<file path="src/design/tcfos_pkg.sv">
package tcfos_pkg;

    // Default number of queue entries.
    localparam int unsigned DEFAULT_DEPTH = 16;

    // Fixed field widths.
    localparam int unsigned CMD_W  = 2;
    localparam int unsigned TAG_W  = 8;
    localparam int unsigned STAT_W = 2;
    localparam int unsigned OCC_W  = 5;

    // Entry classes.
    localparam logic KIND_DOG = 1'b0;
    localparam logic KIND_CAT = 1'b1;

    // Command codes carried by an input word.
    typedef enum logic [CMD_W-1:0] {
        CMD_ENQ = 2'd0,
        CMD_ANY = 2'd1,
        CMD_C0  = 2'd2,
        CMD_C1  = 2'd3
    } t_cmd;

    // Result status codes.
    typedef enum logic [STAT_W-1:0] {
        ST_OK    = 2'd0,
        ST_EMPTY = 2'd1,
        ST_FULL  = 2'd2
    } t_status;

    // Commands from the controller to the datapath.
    typedef struct packed {
        logic load;    // Capture the input word and form the match vector.
        logic commit;  // Update the queue and load the result register.
    } t_dp_ctl;

endpackage

</file>
<file path="src/design/two_class_fifo_oldest_select_core.sv">
// Arrival-ordered queue of up to DEPTH tagged entries of two classes. A
// command word either appends an entry at the tail or removes the oldest
// entry overall or the oldest entry of one class; younger entries then move
// up one place so arrival order is kept. Every command word gives exactly one
// result word with a status, the removed entry (zero when none) and the
// occupancy after the command, reported as the low five bits of the count.
// A command is accepted, which captures the word and forms the vector of
// matching entries, and then committed: the lowest match is isolated by a single
// DEPTH-bit two's complement add, the queue is updated and the result
// register is loaded. The next word is accepted in the cycle after that
// commit; a result left waiting at the output only holds back the commit
// of the following command.
module two_class_fifo_oldest_select_core #(
    parameter int unsigned DEPTH = tcfos_pkg::DEFAULT_DEPTH
) (
    input  logic                          i_clk,
    input  logic                          i_rst_n,
    input  logic                          i_in_valid,
    output logic                          o_in_ready,
    input  logic [tcfos_pkg::CMD_W-1:0]   i_cmd,
    input  logic                          i_kind,
    input  logic [tcfos_pkg::TAG_W-1:0]   i_tag,
    output logic                          o_out_valid,
    input  logic                          i_out_ready,
    output logic [tcfos_pkg::STAT_W-1:0]  o_status,
    output logic                          o_out_kind,
    output logic [tcfos_pkg::TAG_W-1:0]   o_out_tag,
    output logic [tcfos_pkg::OCC_W-1:0]   o_occupancy
);
    import tcfos_pkg::*;

    t_dp_ctl dp_ctl;

    // Sequencing of accept, commit and result handshake.
    tcfos_ctrl u_ctrl (
        .i_clk       (i_clk),
        .i_rst_n     (i_rst_n),
        .i_in_valid  (i_in_valid),
        .o_in_ready  (o_in_ready),
        .o_out_valid (o_out_valid),
        .i_out_ready (i_out_ready),
        .o_ctl       (dp_ctl)
    );

    // Queue storage, match logic and result register.
    tcfos_dpath #(
        .DEPTH (DEPTH)
    ) u_dpath (
        .i_clk       (i_clk),
        .i_rst_n     (i_rst_n),
        .i_ctl       (dp_ctl),
        .i_cmd       (i_cmd),
        .i_kind      (i_kind),
        .i_tag       (i_tag),
        .o_status    (o_status),
        .o_out_kind  (o_out_kind),
        .o_out_tag   (o_out_tag),
        .o_occupancy (o_occupancy)
    );

endmodule

</file>
<file path="src/design/tcfos_ctrl.sv">
module tcfos_ctrl (
    input  logic                i_clk,
    input  logic                i_rst_n,
    input  logic                i_in_valid,
    output logic                o_in_ready,
    output logic                o_out_valid,
    input  logic                i_out_ready,
    output tcfos_pkg::t_dp_ctl  o_ctl
);
    import tcfos_pkg::*;

    typedef enum logic {
        S_IDLE,
        S_COMMIT
    } t_state;

    t_state r_state;
    t_state n_state;
    logic   r_out_valid;
    logic   n_out_valid;
    logic   out_free;

    // The result register can take a new word when empty or being drained.
    assign out_free = !r_out_valid || i_out_ready;

    // Datapath commands.
    always_comb begin
        o_ctl.load   = (r_state == S_IDLE) && i_in_valid;
        o_ctl.commit = (r_state == S_COMMIT) && out_free;
    end

    // Next state and next result valid.
    always_comb begin
        n_state     = r_state;
        n_out_valid = r_out_valid;
        if (i_out_ready) begin
            n_out_valid = 1'b0;
        end
        case (r_state)
            S_IDLE: begin
                if (i_in_valid) begin
                    n_state = S_COMMIT;
                end
            end
            S_COMMIT: begin
                if (out_free) begin
                    n_state     = S_IDLE;
                    n_out_valid = 1'b1;
                end
            end
            default: begin
                n_state = S_IDLE;
            end
        endcase
    end

    // State and registered outputs.
    always_ff @(posedge i_clk) begin
        if (!i_rst_n) begin
            r_state     <= S_IDLE;
            r_out_valid <= 1'b0;
        end else begin
            r_state     <= n_state;
            r_out_valid <= n_out_valid;
        end
    end

    assign o_in_ready  = (r_state == S_IDLE);
    assign o_out_valid = r_out_valid;

endmodule

</file>
<file path="src/design/tcfos_dpath.sv">
module tcfos_dpath #(
    parameter int unsigned DEPTH = tcfos_pkg::DEFAULT_DEPTH
) (
    input  logic                              i_clk,
    input  logic                              i_rst_n,
    input  tcfos_pkg::t_dp_ctl                i_ctl,
    input  logic [tcfos_pkg::CMD_W-1:0]       i_cmd,
    input  logic                              i_kind,
    input  logic [tcfos_pkg::TAG_W-1:0]       i_tag,
    output logic [tcfos_pkg::STAT_W-1:0]      o_status,
    output logic                              o_out_kind,
    output logic [tcfos_pkg::TAG_W-1:0]       o_out_tag,
    output logic [tcfos_pkg::OCC_W-1:0]       o_occupancy
);
    import tcfos_pkg::*;

    localparam int unsigned CNT_W = $clog2(DEPTH + 1);

    // Captured command word.
    t_cmd               r_op;
    logic               r_kind;
    logic [TAG_W-1:0]   r_tag;
    logic [DEPTH-1:0]   r_mask;
    logic [DEPTH-1:0]   n_mask;
    logic [DEPTH-1:0]   class_sel;

    // Queue storage; position 0 holds the oldest entry.
    logic [DEPTH-1:0]   r_class;
    logic [TAG_W-1:0]   r_tags [DEPTH];
    logic [DEPTH-1:0]   r_occ;
    logic [CNT_W-1:0]   r_count;
    logic [CNT_W-1:0]   n_count;

    // Commit-cycle decode.
    logic [DEPTH-1:0]   neg_mask;
    logic [DEPTH-1:0]   first_hit;
    logic [DEPTH-1:0]   shift_en;
    logic [DEPTH-1:0]   tail_sel;
    logic               found;
    logic               is_enq;
    logic               full;
    logic               do_push;
    logic               do_pop;
    logic               rm_kind;
    logic [TAG_W-1:0]   rm_tag;
    logic [CNT_W+OCC_W-1:0] occ_wide;

    // Result register.
    t_status            r_status;
    logic               r_out_kind;
    logic [TAG_W-1:0]   r_out_tag;
    logic [OCC_W-1:0]   r_occupancy;

    // Select the entries that the incoming command may remove.
    always_comb begin
        case (t_cmd'(i_cmd))
            CMD_ANY: class_sel = '1;
            CMD_C0:  class_sel = ~r_class;
            CMD_C1:  class_sel = r_class;
            default: class_sel = '0;
        endcase
        n_mask = r_occ & class_sel;
    end

    // Capture the command word and its match vector on acceptance.
    always_ff @(posedge i_clk) begin
        if (i_ctl.load) begin
            r_op   <= t_cmd'(i_cmd);
            r_kind <= i_kind;
            r_tag  <= i_tag;
            r_mask <= n_mask;
        end
    end

    // The lowest set bit of the match vector is the oldest match. Two's
    // complement isolates it, and its OR with the mask marks every place
    // from the match upwards, which is the region that moves up one place.
    assign neg_mask  = (~r_mask) + {{(DEPTH-1){1'b0}}, 1'b1};
    assign first_hit = r_mask & neg_mask;
    assign shift_en  = r_mask | neg_mask;
    assign found     = |r_mask;

    assign is_enq   = (r_op == CMD_ENQ);
    assign full     = r_occ[DEPTH-1];
    assign do_push  = is_enq && !full;
    assign do_pop   = !is_enq && found;
    assign tail_sel = {r_occ[DEPTH-2:0], 1'b1} & ~r_occ;

    // Read out the removed entry through its one-hot select.
    always_comb begin
        rm_kind = |(first_hit & r_class);
        rm_tag  = '0;
        for (int i = 0; i < DEPTH; i++) begin
            if (first_hit[i]) begin
                rm_tag = rm_tag | r_tags[i];
            end
        end
    end

    // Entry update: append at the tail, or close the gap left by a removal.
    for (genvar g = 0; g < DEPTH; g++) begin : g_entry
        if (g < DEPTH - 1) begin : g_mid
            always_ff @(posedge i_clk) begin
                if (i_ctl.commit) begin
                    if (do_push && tail_sel[g]) begin
                        r_class[g] <= r_kind;
                        r_tags[g]  <= r_tag;
                    end else if (do_pop && shift_en[g]) begin
                        r_class[g] <= r_class[g+1];
                        r_tags[g]  <= r_tags[g+1];
                    end
                end
            end
        end else begin : g_last
            always_ff @(posedge i_clk) begin
                if (i_ctl.commit && do_push && tail_sel[g]) begin
                    r_class[g] <= r_kind;
                    r_tags[g]  <= r_tag;
                end
            end
        end
    end

    // Next fill count.
    always_comb begin
        n_count = r_count;
        if (do_push) begin
            n_count = r_count + {{(CNT_W-1){1'b0}}, 1'b1};
        end else if (do_pop) begin
            n_count = r_count - {{(CNT_W-1){1'b0}}, 1'b1};
        end
    end

    assign occ_wide = {{OCC_W{1'b0}}, n_count};

    // Fill count and the thermometer of held places.
    always_ff @(posedge i_clk) begin
        if (!i_rst_n) begin
            r_count <= '0;
            r_occ   <= '0;
        end else if (i_ctl.commit) begin
            r_count <= n_count;
            if (do_push) begin
                r_occ <= {r_occ[DEPTH-2:0], 1'b1};
            end else if (do_pop) begin
                r_occ <= {1'b0, r_occ[DEPTH-1:1]};
            end
        end
    end

    // Result register.
    always_ff @(posedge i_clk) begin
        if (i_ctl.commit) begin
            if (is_enq) begin
                r_status <= full ? ST_FULL : ST_OK;
            end else begin
                r_status <= found ? ST_OK : ST_EMPTY;
            end
            r_out_kind  <= do_pop ? rm_kind : KIND_DOG;
            r_out_tag   <= do_pop ? rm_tag : '0;
            r_occupancy <= occ_wide[OCC_W-1:0];
        end
    end

    assign o_status    = r_status;
    assign o_out_kind  = r_out_kind;
    assign o_out_tag   = r_out_tag;
    assign o_occupancy = r_occupancy;

endmodule
</file>
<file path="config.mk">
export PLATFORM = sky130hd
export DESIGN_NAME = two_class_fifo_oldest_select_core
export DESIGN_NICKNAME = d
export VERILOG_FILES = /design/src/design/tcfos_pkg.sv /design/src/design/two_class_fifo_oldest_select_core.sv /design/src/design/tcfos_ctrl.sv /design/src/design/tcfos_dpath.sv
export SDC_FILE = /design/constraint.sdc
export NUM_CORES = 1
export LEC_CHECK = 0
export BUFFER_PORTS_ARGS = -buffer_cell sky130_fd_sc_hd__clkbuf_2
export CAP_MARGIN = 20
export CELL_PAD_IN_SITES_DETAIL_PLACEMENT = 0
export CELL_PAD_IN_SITES_GLOBAL_PLACEMENT = 1
export CORE_AREA = 4 4 122 171
export CTS_CLUSTER_SIZE = 24
export DETAILED_ROUTE_END_ITERATION = 10
export DIE_AREA = 0 0 126 175
export PLACE_DENSITY_LB_ADDON = 0.3
export SKIP_LAST_GASP = 1
export SLEW_MARGIN = 5
export SYNTH_ARGS = -nofsm -noshare
export SYNTH_HDL_FRONTEND = slang
export SYNTH_SLANG_ARGS = --single-unit
</file>
<file path="constraint.sdc">
create_clock -name i_clk -period 4.12 [get_ports i_clk]
set_input_delay 1.236 -clock i_clk [delete_from_list [all_inputs] [get_ports i_clk]]
set_output_delay 1.236 -clock i_clk [all_outputs]
set_load 0.05 [all_outputs]
</file>
Yosys cells after proc, flatten, opt, wreduce, memory -nomap -nowiden
Memory sizes are Yosys's and may differ from the RTL's.
Index checks and enable logic that the tools add are counted.
{"block": "op_classes", "addsub": 3, "n_reduce_logical": 76, "mux": 185, "bitwise_logic": 39, "eq_ne": 3}
{"op": "two-way mux 8 bit", "count": 32}
{"op": "two-way mux 1 bit", "count": 144}
{"op": "bitwise OR 8 bit", "count": 15}
{"op": "bitwise AND 16 bit", "count": 4}
{"op": "NOT 16 bit", "count": 3}
{"op": "one-hot mux 16 bit (3 select lines)", "count": 1}
{"op": "logical AND 1 bit", "count": 36}
{"op": "two-way mux 16 bit", "count": 2}
{"op": "AND reduction 2 bit", "count": 16}
{"op": "nonzero test 2 bit", "count": 16}
{"op": "OR reduction 16 bit", "count": 2}
{"op": "adder 16 x 1 -> 16 bit (second input constant)", "count": 1}
{"op": "bitwise OR 1 bit", "count": 15}
{"op": "bitwise OR 15 bit", "count": 1}
{"op": "two-way mux 5 bit", "count": 2}
{"op": "OR reduction 8 bit", "count": 1}
{"op": "adder 5 x 1 -> 5 bit (second input constant)", "count": 1}
{"op": "subtractor 5 x 1 -> 5 bit (second input constant)", "count": 1}
{"op": "== test 2 bit (second input constant)", "count": 2}
{"op": "two-way mux 2 bit", "count": 2}
{"op": "two-way mux 4 bit", "count": 1}
{"op": "logical NOT 1 bit", "count": 3}
{"op": "== test 2 x 1 -> 1 bit (second input constant)", "count": 1}
{"op": "logical NOT 2 bit", "count": 1}
{"op": "other kinds (3)", "count": 3}
{"block": "totals", "mem_bits_rw": 128, "ff_bits": 82, "output_inout_bits": 18, "input_bits": 15, "n_memories": 1, "wordCells": 335}
{"name": "u_dpath.r_tags", "words": 16, "width": 8, "read_ports": 16, "rd_clocked_by_memory_dff": 0, "wr": 15, "line_no": "tcfos_dpath.sv:29", "rtl": "logic [TAG_W-1:0] r_tags [DEPTH];"}

Longest topological paths before layout
{"block": "depth", "depth_word": 34, "depth_mapped": 9, "mapped_depth_nobuf": 6}

Cells and area by module
From an unflattened synthesis, not the netlist that was laid out.
{"block": "hier_totals", "cells_unflattened": 813, "hier_area_um2": 10627.7}
{"module": "tcfos_dpath", "instances": 1, "cells_each": 804, "area_per_inst_um2": 10525.1, "seq_area_each_um2": 6035.8}
{"module": "tcfos_ctrl", "instances": 1, "cells_each": 9, "area_per_inst_um2": 102.6, "seq_area_each_um2": 40.0}

Worst setup path before layout
Ideal clock, no wire load.
{"block": "synth_path", "path_kind": "input to register", "from": "in i_out_ready", "to": "mem u_dpath.r_tags[11][0] (netlist: u_dpath.r_tags[1][24]) (enable)", "t_arrival_ns": 2.712, "setup_slack_ns": 1.092, "path_buffers": 1, "setup_time_ns": 0.315, "stages": 6, "t_required_ns": 3.805, "cell_sequence": "nand2b_1 -> nand2_1 -> clkinv_1 -> nand2_1 -> clkbuf_1 -> o22ai_1"}
{"item": "start, declared", "line_no": "two_class_fifo_oldest_select_core.sv:24", "rtl": "input logic i_out_ready,"}
{"item": "end, declared", "line_no": "tcfos_dpath.sv:29"}

==> results.yml <==
sta:
  worst-slew-pin-transition_ns: 0.9880
  rsz0062_at_grt: "false"
  setup_viol: 0
  worst_slew_margin_rel_pct: 34.00
  final_hold_viol_count: 0
  setup_tns_ns: 0
  clock.fmax_mhz: 295.9
  layout_min_cycle_time_ns: 3.380
  fin_worst_hold_slack_ns: 0.5088
  finalCritPeriodShare_pct: 82.04
  clock_skew_ns: 0.009101
  timing.final.max_slew_violations: 0
  setup_slack_ns: 0.7400
power_and_ir_drop:
  leakagePower_uw: 0.004021
  p_total_uw: 5209
  power-per-cell-area_nw_per_um2: 442.0
  worst_ir_drop_vdd_v: 0.0003434
yosys:
  synth_fp_nets: 877
  synth-main-ff-cell: "sky130_fd_sc_hd__edfxtp_1"
  share_of_synthesized_area_occupied_by_flip_flops_and_latches_pct: 57.08
  post_synth.cell_area_avg_um2: 12.38
  yosys.cell_types.count: 57
  ys_ff_latch: 210
  synth_top_area_cell: "sky130_fd_sc_hd__edfxtp_1"
  postSynth.asyncResetShare_pct: 0
  netlist.area_leader.share_pct: 52.75
  synth.cell_area_um2: 10650
  edff_count_synth: 187
  postSynthCellCount: 860
  post_synth_main_area_contributors: "sky130_fd_sc_hd__edfxtp_1, sky130_fd_sc_hd__mux2_2, sky130_fd_sc_hd__dfxtp_1"
  synth_warnings: 0
floorplan:
  chipHeight_um: 175
  floorplan.die.width_um: 126
  dieArea_um2: 22050
  num_io_pins: 33
  std_cell_rows: 60
  starting_density_of_the_core_pct: 55.39
  fp.coreArea_um2: 19220
critical_path:
  worst-r2r-cell-count: 6
  setup.worst_path.start_class: "register"
  critical_path.max_fanout: 25
  crit_path_end: "u_dpath.r_tags[0][8]"
  critical_path_required_ns: 4.25
  critical_path_class: "reg -> reg"
  timing.critical_path.from: "u_dpath.r_mask[0]"
  setup.reg_to_reg.worst_slack_ns: 0.74
  cp_data_arrival_time_ns: 3.51
  worstReg2RegEnd: "u_dpath.r_tags[0][8]"
  reg2reg_from: "u_dpath.r_mask[0]"
  critical_path.endpoint_type: "register"
clocking:
  cts_resized: 0
  cts.root.buffer_cell: "sky130_fd_sc_hd__clkbuf_16"
  clk_pin_slew_ns: 0.06
  clk_path_buf_depth: 3
  maximum_level_of_the_cts_h_tree: 1
  clock_insertion_delay_worst_skew_ns: 0.50
  holdBufCountCts: 0
  cts_inserted_buffers: 22
  numClockSinks: 210
  cts_tree: "yes"
  cts.repair_timing.setup_buffer_count: 0
drt:
  route.detailed.vias_per_inst: 6.381
  number_of_vias_after_detailed_routing: 7345
  route.detailed.drc: 0
  first_pass_iters: 5
  drtIter0Drc: 718
  wl_per_cell_um: 23.57
  routed_wl_um: 27130
  antenna_violating_nets_post_route: 0
placed_design:
  place.detailed.instances: 1111
  port_buffers: 32
  globalplace.congestion: 0.8687
  dpl.hpwl_um: 19830
  dp_worst_setup_slack_ns: 0.7096
final_layout:
  multi_input_area_um2: 4264
  register_area_um2: 6076
  post_route_cells_drive_above_1_share_pct: 27.24
  finish.net_count: 906
  fillCellCount: 1548
  antenna-diode-count: 0
  area_growth_pct: 10.72
  final-instance-count-excl-fill: 1151
worst_hold_path:
  min_path_type: "reg -> reg"
grt:
  largest_net_degree_at_the_start_of_global_routing: 35
  globalRouteOverflowTotal: 0
  first_global_vias: 7566
  grt_first_pass_wirelength_um: 42750
  grt.total_usage_pct: 24.30
  antenna_found_initial: 0
status:
  result_of_the_run: "completed"
flow_run:
  maxCapViolCount: 0
[metal layers]
metal	track usage, %	wire length, µm	vias to the layer above	part of all wire (%)
met5	0	0	-	0
met4	9.526	1170	0	4.3
met3	3.303	1484	80	5.5
met2	43.12	13980	283	52
met1	29.90	10490	3625	39
li1	-	-	3357	-
[layout make-up]
| class | count | share of cell area, % |
|---|---|---|
| well taps | 248 | 2.633 |
| repair buffers | 63 | 3.291 |
| inverters | 21 | 0.6688 |
| clock buffers | 28 | 5.042 |
| clock inverters | 10 | 0.6369 |
| flip-flops and latches | 210 | 51.55 |
| multi-input cells | 571 | 36.18 |
[critical path: stages (launching register included)]
cell and delay, ns:
sky130_fd_sc_hd__edfxtp_1 0.84, sky130_fd_sc_hd__or4_1 0.37, sky130_fd_sc_hd__nor3_2 0.09, sky130_fd_sc_hd__buf_4 0.17, sky130_fd_sc_hd__a21oi_1 0.52, sky130_fd_sc_hd__o21ai_0 0.26
sky130_fd_sc_hd__a21oi_1 0.75
[synth_stat cells, drive strengths merged (14+ instances only)]
library cell,count
nor3,19
dfxtp,23
inv,19
edfxtp,187
nand2,50
nand2b,23
and2,14
a21oi,60
nand3b,21
mux2,135
o21ai,23
xnor2,20
nor2,45
a22oi,16
clkbuf,50
[through the flow]
stage / instance area (µm²) / utilization (%)
3_3_place_gp: 11110 / 57.79
6_report: 11790 / 61.33
5_1_grt: 11790 / 61.33
2_1_floorplan: 10650 / -
4_1_cts: 11780 / 61.28
3_5_place_dp: 11110 / 57.79
[worst min-delay path by stage]
stage | start | to | cells past startpoint
finish | u_dpath.r_count[3] | u_dpath.r_count[3] | 2
global route | u_dpath.r_count[3] | u_dpath.r_count[3] | 2
CTS | u_dpath.r_count[3] | u_dpath.r_count[3] | 2
detailed placement | u_dpath.r_count[3] | u_dpath.r_count[3] | 2
global placement | u_dpath.r_count[3] | u_dpath.r_count[3] | 2
floorplan | u_dpath.r_count[3] | u_dpath.r_count[3] | 2
[power by group]
group | internal (µW) | leakage (µW) | switching (µW)
logic | 291 | 0.00176 | 392
clock network | 1080 | 0.000329 | 794
registers | 2500 | 0.00193 | 148
[kinds of logic (layout without fill, tap and decap cells)]
family | after synthesis | after routing | synth area share, %
fa+ha+maj | 2 | 2 | 0.2350
compound gates | 193 | 193 | 12.59
xor+xnor | 20 | 20 | 1.646
buf+inv | 79 | 122 | 2.985
flops | 210 | 210 | 57.08
simple gates | 219 | 219 | 10.72
mux | 137 | 137 | 14.75
[flip-flops by register name (all words and copies together), names as in the netlist]
| register | cells |
|---|---|
| u_ctrl.r_state | 1 |
| u_dpath.r_count | 5 |
| u_dpath.r_mask | 16 |
| u_dpath.o_occupancy | 5 |
| u_ctrl.o_out_valid | 1 |
| u_dpath.o_status | 2 |
| u_dpath.o_out_tag | 8 |
| u_dpath.o_out_kind | 1 |
| u_dpath.r_op | 2 |
| u_dpath.r_kind | 1 |
| u_dpath.r_tags | 128 |
| u_dpath.r_class | 16 |
| u_dpath.r_occ | 16 |
| u_dpath.r_tag | 8 |
[placed cells by master, fill, tap and decap left out, drive strengths merged, types with 7 or more instances in the layout]
cell type / synthesis / layout
nand3b: 21 / 21
o21bai: 7 / 7
clkinv: 2 / 10
a2bb2oi: 7 / 7
or3: 8 / 8
o21a: 9 / 9
nor3: 19 / 19
dfxtp: 23 / 23
o221a: 13 / 13
buf: 8 / 30
o221ai: 7 / 7
nand2: 50 / 50
edfxtp: 187 / 187
nor4: 7 / 7
nor2: 45 / 45
clkbuf: 50 / 61
a31oi: 8 / 8
o21ai: 23 / 23
nand2b: 23 / 23
nor2b: 10 / 10
and2: 14 / 14
inv: 19 / 20
a21oi: 60 / 60
a221oi: 9 / 9
xnor2: 20 / 20
nand3: 7 / 7
mux2: 135 / 135
a211oi: 8 / 8
a222oi: 7 / 7
a22oi: 16 / 16
Power figures use the tool's default switching activity.
